<file path="src/hdl/dqb_pkg.sv">
// ============================================================================
// dqb_pkg
// shared types and constants of the dns query message encoder
// ============================================================================
`default_nettype none

package dqb_pkg;

  // label store geometry
  localparam int MAX_LABEL   = 63;
  localparam int STORE_DEPTH = 63;
  localparam int ADDR_W      = $clog2(STORE_DEPTH);
  localparam int LEN_W       = 6;

  // message layout
  localparam int HDR_BYTES  = 12;
  localparam int QUES_BYTES = 5;
  localparam int CNT_W      = 6;

  localparam logic [15:0] RD_BIT   = 16'h0100;
  localparam logic [7:0]  DOT_CHAR = 8'h2E;

  // input operations
  typedef enum logic [1:0] {
    OP_START  = 2'd0,
    OP_CHAR   = 2'd1,
    OP_END    = 2'd2,
    OP_FINISH = 2'd3
  } dqb_op_t;

  // configuration register indexes
  localparam logic [1:0] CFG_QUERY_TYPE  = 2'd0;
  localparam logic [1:0] CFG_QUERY_CLASS = 2'd1;
  localparam logic [1:0] CFG_RECURSION   = 2'd2;

  typedef enum logic [2:0] {
    ST_IDLE,
    ST_HEADER,
    ST_LENGTH,
    ST_LABEL,
    ST_QUESTION
  } dqb_state_t;

  typedef struct packed {
    logic [1:0] operation;
    logic [7:0] name_char;
  } dqb_in_t;

  typedef struct packed {
    logic [7:0] out_byte;
    logic       last_of_run;
    logic       label_overflow;
  } dqb_out_t;

  typedef struct packed {
    logic [15:0] query_type;
    logic [15:0] query_class;
    logic        recursion_desired;
  } dqb_cfg_t;

  typedef struct packed {
    logic             busy;
    logic [LEN_W-1:0] label_length;
  } dqb_status_t;

endpackage

`default_nettype wire

</file>
<file path="src/hdl/dqb_label_ram.sv">
// ============================================================================
// dqb_label_ram
// simple dual-port synchronous ram, one write and one registered read port
// ============================================================================
`default_nettype none

module dqb_label_ram #(
  parameter int DEPTH  = 63,
  parameter int WIDTH  = 8,
  parameter int ADDR_W = $clog2(DEPTH)
) (
  input  wire logic              clk,
  input  wire logic              wr_en,
  input  wire logic [ADDR_W-1:0] wr_addr,
  input  wire logic [WIDTH-1:0]  wr_data,
  input  wire logic              rd_en,
  input  wire logic [ADDR_W-1:0] rd_addr,
  output logic      [WIDTH-1:0]  rd_data
);

  logic [WIDTH-1:0] mem [DEPTH];

  always_ff @(posedge clk) begin
    if (wr_en) begin
      mem[wr_addr] <= wr_data;
    end
  end

  // read data holds while no read is issued
  always_ff @(posedge clk) begin
    if (rd_en) begin
      rd_data <= mem[rd_addr];
    end
  end

endmodule

`default_nettype wire

</file>
<file path="src/hdl/dqb_engine.sv">
// ============================================================================
// dqb_engine
// item decoder, byte sequencer and output register of the query encoder
// ============================================================================
`default_nettype none

module dqb_engine
  import dqb_pkg::*;
(
  input  wire logic              clk,
  input  wire logic              rst,
  input  wire dqb_cfg_t          cfg,
  input  wire logic              item_valid,
  output logic                   item_stall,
  input  wire dqb_in_t           item,
  output logic                   msg_valid,
  input  wire logic              msg_stall,
  output dqb_out_t               msg,
  output logic                   ram_wr_en,
  output logic      [ADDR_W-1:0] ram_wr_addr,
  output logic      [7:0]        ram_wr_data,
  output logic                   ram_rd_en,
  output logic      [ADDR_W-1:0] ram_rd_addr,
  input  wire logic [7:0]        ram_rd_data,
  output dqb_status_t            status
);

  dqb_state_t       state, state_next;
  logic [CNT_W-1:0] cnt;
  logic [LEN_W-1:0] label_length;
  logic             overflow_seen;
  logic [15:0]      query_id;

  logic             accept;
  logic             load;
  logic             emit;
  logic             last;
  logic             flag;
  logic [7:0]       obyte;
  logic             is_dot;
  logic             store_char;
  logic             drop_char;
  logic             flush_done;
  logic [15:0]      opts;

  assign item_stall = (state != ST_IDLE);
  assign accept     = item_valid && !item_stall;
  assign load       = !msg_valid || !msg_stall;
  assign is_dot     = (item.name_char == DOT_CHAR);
  assign store_char = accept && (item.operation == OP_CHAR) && !is_dot
                      && (label_length < LEN_W'(MAX_LABEL));
  assign drop_char  = accept && (item.operation == OP_CHAR) && !is_dot
                      && !(label_length < LEN_W'(MAX_LABEL));
  assign opts       = cfg.recursion_desired ? RD_BIT : 16'h0000;

  // next state
  always_comb begin
    state_next = state;
    case (state)
      ST_IDLE: begin
        if (accept) begin
          case (item.operation)
            OP_START:  state_next = ST_HEADER;
            OP_CHAR:   state_next = is_dot ? ST_LENGTH : ST_IDLE;
            OP_END:    state_next = ST_LENGTH;
            OP_FINISH: state_next = ST_QUESTION;
            default:   state_next = ST_IDLE;
          endcase
        end
      end
      ST_HEADER: begin
        if (load && cnt == CNT_W'(HDR_BYTES - 1)) state_next = ST_IDLE;
      end
      ST_LENGTH: begin
        if (load) state_next = (label_length == '0) ? ST_IDLE : ST_LABEL;
      end
      ST_LABEL: begin
        if (load && last) state_next = ST_IDLE;
      end
      ST_QUESTION: begin
        if (load && cnt == CNT_W'(QUES_BYTES - 1)) state_next = ST_IDLE;
      end
      default: state_next = ST_IDLE;
    endcase
  end

  // outputs
  always_comb begin
    emit        = 1'b0;
    last        = 1'b0;
    flag        = 1'b0;
    obyte       = 8'h00;
    ram_rd_en   = 1'b0;
    ram_rd_addr = '0;
    ram_wr_en   = store_char;
    ram_wr_addr = label_length[ADDR_W-1:0];
    ram_wr_data = item.name_char;
    flush_done  = 1'b0;
    case (state)
      ST_HEADER: begin
        emit = 1'b1;
        last = (cnt == CNT_W'(HDR_BYTES - 1));
        case (cnt)
          CNT_W'(0): obyte = query_id[15:8];
          CNT_W'(1): obyte = query_id[7:0];
          CNT_W'(2): obyte = opts[15:8];
          CNT_W'(3): obyte = opts[7:0];
          CNT_W'(5): obyte = 8'h01;
          default:   obyte = 8'h00;
        endcase
      end
      ST_LENGTH: begin
        emit        = 1'b1;
        flag        = overflow_seen;
        obyte       = {{(8 - LEN_W){1'b0}}, label_length};
        last        = (label_length == '0);
        ram_rd_en   = load && !last;
        ram_rd_addr = '0;
        flush_done  = load && last;
      end
      ST_LABEL: begin
        emit        = 1'b1;
        flag        = overflow_seen;
        obyte       = ram_rd_data;
        last        = (cnt == label_length - LEN_W'(1));
        ram_rd_en   = load && !last;
        ram_rd_addr = ADDR_W'(cnt + CNT_W'(1));
        flush_done  = load && last;
      end
      ST_QUESTION: begin
        emit = 1'b1;
        last = (cnt == CNT_W'(QUES_BYTES - 1));
        case (cnt)
          CNT_W'(1): obyte = cfg.query_type[15:8];
          CNT_W'(2): obyte = cfg.query_type[7:0];
          CNT_W'(3): obyte = cfg.query_class[15:8];
          CNT_W'(4): obyte = cfg.query_class[7:0];
          default:   obyte = 8'h00;
        endcase
      end
      default: begin
        emit = 1'b0;
      end
    endcase
  end

  always_ff @(posedge clk) begin
    if (rst) begin
      state         <= ST_IDLE;
      cnt           <= '0;
      label_length  <= '0;
      overflow_seen <= 1'b0;
      query_id      <= '0;
      msg_valid     <= 1'b0;
    end else begin
      state <= state_next;

      if (state == ST_IDLE) begin
        cnt <= '0;
      end else if (load && !(state == ST_LENGTH)) begin
        cnt <= cnt + CNT_W'(1);
      end else if (load) begin
        cnt <= '0;
      end

      if (accept && item.operation == OP_START) begin
        label_length  <= '0;
        overflow_seen <= 1'b0;
      end else if (store_char) begin
        label_length <= label_length + LEN_W'(1);
      end else if (drop_char) begin
        overflow_seen <= 1'b1;
      end else if (flush_done) begin
        label_length  <= '0;
        overflow_seen <= 1'b0;
      end

      if (state == ST_HEADER && load && last) begin
        query_id <= query_id + 16'd1;
      end

      if (load) begin
        msg_valid <= emit;
      end
    end
  end

  always_ff @(posedge clk) begin
    if (load) begin
      msg.out_byte       <= obyte;
      msg.last_of_run    <= last;
      msg.label_overflow <= flag;
    end
  end

  assign status.busy         = item_stall;
  assign status.label_length = label_length;

endmodule

`default_nettype wire

</file>
<file path="src/hdl/dns_query_builder_top.sv">
// ============================================================================
// dns_query_builder_top
// byte-serial dns query message encoder with a label store in ram
// ============================================================================
//
//  channel  handshake               payload              role
//  -------  ----------------------  -------------------  ---------------------
//  item     item_valid/item_stall   item (dqb_in_t)      operation and char in
//  msg      msg_valid/msg_stall     msg (dqb_out_t)      message bytes out
//  cfg      cfg_valid/cfg_ready     cfg_index, cfg_data  register writes
//
//  a name character is written straight into the label ram with no stall
//  after acceptance a start holds item_stall for 12 header bytes, a finish for
//  5 question bytes, a flush for the length and label bytes, one byte a cycle
//  unless msg stalls, via the single output register and one ram read port
//  reset clears control state only; unwritten label entries are never read
//  a stall on msg freezes the sequencer and the ram read data in place
//
`default_nettype none

module dns_query_builder_top
  import dqb_pkg::*;
(
  input  wire logic        clk,
  input  wire logic        rst,
  input  wire logic        item_valid,
  output logic             item_stall,
  input  wire dqb_in_t     item,
  output logic             msg_valid,
  input  wire logic        msg_stall,
  output dqb_out_t         msg,
  input  wire logic        cfg_valid,
  output logic             cfg_ready,
  input  wire logic [1:0]  cfg_index,
  input  wire logic [15:0] cfg_data
);

  dqb_cfg_t          cfg;
  dqb_status_t       status;

  logic              ram_wr_en;
  logic [ADDR_W-1:0] ram_wr_addr;
  logic [7:0]        ram_wr_data;
  logic              ram_rd_en;
  logic [ADDR_W-1:0] ram_rd_addr;
  logic [7:0]        ram_rd_data;

  // register writes always complete in one transfer
  assign cfg_ready = 1'b1;

  always_ff @(posedge clk) begin
    if (rst) begin
      cfg.query_type        <= 16'd1;
      cfg.query_class       <= 16'd1;
      cfg.recursion_desired <= 1'b1;
    end else if (cfg_valid && cfg_ready) begin
      case (cfg_index)
        CFG_QUERY_TYPE:  cfg.query_type        <= cfg_data;
        CFG_QUERY_CLASS: cfg.query_class       <= cfg_data;
        CFG_RECURSION:   cfg.recursion_desired <= cfg_data[0];
        default: begin
          // unknown index, write dropped
        end
      endcase
    end
  end

  // label store: writes happen only while idle and reads only while flushing,
  // so the two ports never touch the same entry in one cycle
  dqb_label_ram #(
    .DEPTH (STORE_DEPTH),
    .WIDTH (8)
  ) u_ram (
    .clk     (clk),
    .wr_en   (ram_wr_en),
    .wr_addr (ram_wr_addr),
    .wr_data (ram_wr_data),
    .rd_en   (ram_rd_en),
    .rd_addr (ram_rd_addr),
    .rd_data (ram_rd_data)
  );

  dqb_engine u_engine (
    .clk         (clk),
    .rst         (rst),
    .cfg         (cfg),
    .item_valid  (item_valid),
    .item_stall  (item_stall),
    .item        (item),
    .msg_valid   (msg_valid),
    .msg_stall   (msg_stall),
    .msg         (msg),
    .ram_wr_en   (ram_wr_en),
    .ram_wr_addr (ram_wr_addr),
    .ram_wr_data (ram_wr_data),
    .ram_rd_en   (ram_rd_en),
    .ram_rd_addr (ram_rd_addr),
    .ram_rd_data (ram_rd_data),
    .status      (status)
  );

  // no message byte is pending straight after reset
  a_reset_empty: assert property (@(posedge clk) !rst && $past(rst) |-> !msg_valid)
    else $error("message byte pending after reset");

  // while more bytes of a run are due, no new item may be taken
  a_run_blocks: assert property (@(posedge clk) disable iff (rst)
    msg_valid && !msg_stall && !msg.last_of_run |-> item_stall)
    else $error("item taken in the middle of a run");

  // a start drops any pending label
  a_start_clears: assert property (@(posedge clk) disable iff (rst)
    item_valid && !item_stall && item.operation == OP_START
    |=> status.label_length == '0)
    else $error("label not cleared by start");

  // a stored character grows the label by one
  a_char_grows: assert property (@(posedge clk) disable iff (rst)
    item_valid && !item_stall && item.operation == OP_CHAR
    && item.name_char != DOT_CHAR && status.label_length != LEN_W'(MAX_LABEL)
    |=> status.label_length == $past(status.label_length) + LEN_W'(1))
    else $error("label length not advanced");

endmodule

`default_nettype wire

</file>
<file path="config.mk">
export PLATFORM = sky130hd
export DESIGN_NAME = dns_query_builder_top
export DESIGN_NICKNAME = d
export VERILOG_FILES = /design/src/hdl/dqb_pkg.sv /design/src/hdl/dqb_label_ram.sv /design/src/hdl/dqb_engine.sv /design/src/hdl/dns_query_builder_top.sv
export SDC_FILE = /design/constraint.sdc
export NUM_CORES = 1
export LEC_CHECK = 0
export ABC_CLOCK_PERIOD_IN_PS = 3500
export BUFFER_PORTS_ARGS = -buffer_cell sky130_fd_sc_hd__buf_2
export CAP_MARGIN = 20
export CELL_PAD_IN_SITES_DETAIL_PLACEMENT = 0
export CELL_PAD_IN_SITES_GLOBAL_PLACEMENT = 1
export CORE_ASPECT_RATIO = 1.2
export CORE_MARGIN = 5
export CORE_UTILIZATION = 47
export CTS_BUF_LIST = sky130_fd_sc_hd__clkbuf_8
export CTS_CLUSTER_DIAMETER = 120
export DETAILED_ROUTE_END_ITERATION = 16
export PLACE_DENSITY_LB_ADDON = 0.1
export SYNTH_ARGS = -nofsm -noshare
export SYNTH_HDL_FRONTEND = slang
export SYNTH_SLANG_ARGS = --single-unit
</file>
<file path="constraint.sdc">
create_clock -name clk -period 3.5 [get_ports clk]
set_input_delay 0.175 -clock clk [delete_from_list [all_inputs] [get_ports clk]]
set_output_delay 0.175 -clock clk [all_outputs]
set_load 0.01 [all_outputs]
</file>
==> flow_summary_export.csv <==
group,metric,value,unit
logic_synthesis,synth_ff_type,"edfxtp_1",
timing,drv_slew,0,
place,place_hpwl,45650,um
floorplan,die_w,217.2,um
global_routing,overflow,0,
route,wl_met1,28720,um
layout,syn_to_final_growth,15.07,%
logic_synthesis,ys_seq_area_share,70.22,%
timing,setup_viol,0,
global_routing,grt_use_total,25.43,%
route,ant_nets,0,
clock_tree,cts_tree,"done",
setup_path,cp_top_family,"simple AND/OR/NAND/NOR gates",
route,top_layer_used,"met4",
logic_synthesis,synth_area,24210,um2
timing,max_freq,0.3052,GHz
power,power,15.66,mW
setup_path,start_kind,"flip-flop",
logic_synthesis,async_reset_ff_share,0,%
timing,tns,0,ns
route,routed_wl,71500,um
setup_path,path_buf_inv,1,
clock_tree,cts.sinks,588,
clock_tree,postCtsSetupBuffers,0,
global_routing,grt_max_degree,65,
logic_synthesis,yosysTopAreaCell,"edfxtp_1",
route,drtIter0Drc,1551,
layout,final_nets,1918,
route,wl_met3,4529,um
logic_synthesis,synth.most_common_cell,"edfxtp_1",
setup_path,cp_num_cells,7,
timing,hold_viol,0,
clock_tree,root_buffer,"clkbuf_8",
timing,slew_headroom,31.36,%
clock_tree,clockBufferDepth,3,
power,p_leak,9.142,nW
power,ir_drop,0.0003452,V
setup_path,crit_required,3.91,ns
setup_path,cp.arrival,3.68,ns
logic_synthesis,synth_edf_count,522,
clock_tree,cts_made_buffers,93,
floorplan,start_util,47.24,%
setup_path,critPathCaptureType,"flip-flop",
setup_path,slowest_stage,"dfxtp_1",
logic_synthesis,synth_top_area_share,64.76,%
clock_tree,path_clk_slew,0.06,ns
logic_synthesis,yosysUniqueCellTypes,71,
hold_path,worstHoldPathType,"in -> reg",
clock_tree,holdBufCountCts,26,
route,num_vias,15800,
logic_synthesis,synthTopCellsByCount,"edfxtp_1 (522), nand2_1 (181), nor2_1 (121)",
status,status,"completed",
timing,tightest_slew,1.026,ns
place,io_buffers,44,
setup_path,crit_fanout,20,
run,cap_violations,0,
global_routing,grt_pass1_vias,15820,
logic_synthesis,avgSynthCellArea,14.10,um2
route,wl_per_cell,27.47,um
timing,period_share,93.60,%
logic_synthesis,synth_cells,1717,
setup_path,crit_chain,"nand3_1 > xnor2_2 > buf_4 > mux4_2 > a21oi_1 > o32ai_1 > or3_1",
floorplan,io_pins,46,
setup_path,crit_type,"reg -> reg",
setup_path,cpPeakStageDelay,0.73,ns
floorplan,dieArea,56160,um2
floorplan,rows,91,
timing,min_period,3.276,ns
timing,fin_hold_ws,0.1440,ns
logic_synthesis,ys_seq_elements,588,
power,powerDensity,562.2,nW/um2
timing,rsz0062_at_grt,"no",
floorplan,die_h,258.6,um
floorplan,coreArea,51240,um2
route,drc,0,
route,first_pass_iters,5,
hold_path,whs_path_depth,3,
global_routing,grt_pass1_wl,105600,um
logic_synthesis,synthTopCellsByArea,"edfxtp_1 (65%), dfxtp_1 (5.5%), mux4_2 (3.6%)",
global_routing,antenna_found_initial,2,
logic_synthesis,synth.yosys.warnings,0,
route,vias_per_cell,6.071,
clock_tree,clock_latency,0.67,ns
clock_tree,post_cts_resized,0,
layout,drive_gt1_share,17.73,%
route,wl_met2,35100,um
setup_path,reg2reg_depth,7,
layout,final_util,54.36,%
clock_tree,htree_levels,3,
logic_synthesis,synth_nets,1757,
place,place.gp.congestion,0.9080,
timing,fin_skew,0.02309,ns
==> flip-flops by register name, indices dropped and copies added, names as in the netlist <==
| register | cells |
|---|---|
| u_engine.overflow_seen | 1 |
| u_engine.state | 3 |
| u_engine.msg | 10 |
| u_engine.cnt | 6 |
| u_ram.mem | 504 |
| u_engine.ram_wr_addr | 6 |
| u_ram.rd_data | 8 |
| u_engine.query_id | 16 |
| cfg | 33 |
| u_engine.msg_valid | 1 |
==> cells by family after synthesis <==
family / share of synthesized area, %
DFF: 70.22
xor gates and xnor gates: 0.6513
muxes: 6.394
other: 0.01549
buffers and inverters: 2.367
and+or+nand+nor: 8.927
adders and majority gates: 0.3618
AOI/OAI and AO/OA: 11.07
==> metal layers <==
metal / up-vias / GRT usage, %
met5: - / 0
met4: 0 / 11.36
met3: 152 / 4.183
met2: 613 / 41.98
met1: 7975 / 33.45
li1: 7064 / -
==> report_power, final <==
part           total, mW  internal, mW  switching, mW  leakage [nW]
clock               5.43          2.73           2.69         0.970
combinational       2.41         0.820           1.59          2.92
sequential          7.82          7.74         0.0839          5.25
==> worst register-to-register path: cells and delay by family, from the launching register on <==
| kind | cells | cell delay (ns) |
|---|---|---|
| AO/OA/AOI/OAI | 2 | 0.48 |
| XOR/XNOR | 1 | 0.30 |
| buffers and inverters | 1 | 0.36 |
| flip-flops | 1 | 0.73 |
| multiplexers | 1 | 0.38 |
| AND/OR/NAND/NOR | 2 | 0.77 |
==> final timing paths <==
kind / startpoint / slack [ns] / endpoint
worst min register to register: cfg[19] / 0.46 / cfg[19]
worst min-delay path: msg_stall / 0.14 / u_engine.msg[1]
worst max register to register: u_engine.cnt[2] / 0.22 / u_ram.rd_data[5]
worst max-delay path: u_engine.cnt[2] / 0.22 / u_ram.rd_data[5]
==> cell usage in the layout (no fill, tap or decap), types with 44 or more instances in the layout <==
master | netlist | routed
nor2_1 | 121 | 120
clkbuf_8 | 0 | 98
buf_4 | 2 | 103
o21ai_0 | 54 | 54
dfxtp_1 | 66 | 65
o221ai_1 | 65 | 65
nand2_1 | 181 | 181
edfxtp_1 | 522 | 522
a21oi_1 | 95 | 95
mux2i_1 | 50 | 50
buf_2 | 17 | 44
nand3_1 | 51 | 51
==> cell type report <==
class / instances / area, um2
well taps: 651 / 814.5
inverters: 17 / 63.81
repair buffers: 188 / 1554
fillers: 4298 / 23380
diodes: 1 / 2.502
multi-input cells: 990 / 6724
clock buffers: 98 / 1349
flip-flops and latches: 588 / 17000
clock inverters: 70 / 346.6
==> through the flow <==
step           cells  instance area (um2)  setup slack [ns]
2_1_floorplan   1717                24210           0.09091
3_3_place_gp    2407                25890            0.2061
3_5_place_dp    2408                25900            0.1820
4_1_cts         2602                27850            0.1796
5_1_grt         2603                27850           0.01471
6_report        2603                27850            0.2239
Power figures use the tool's default switching activity.
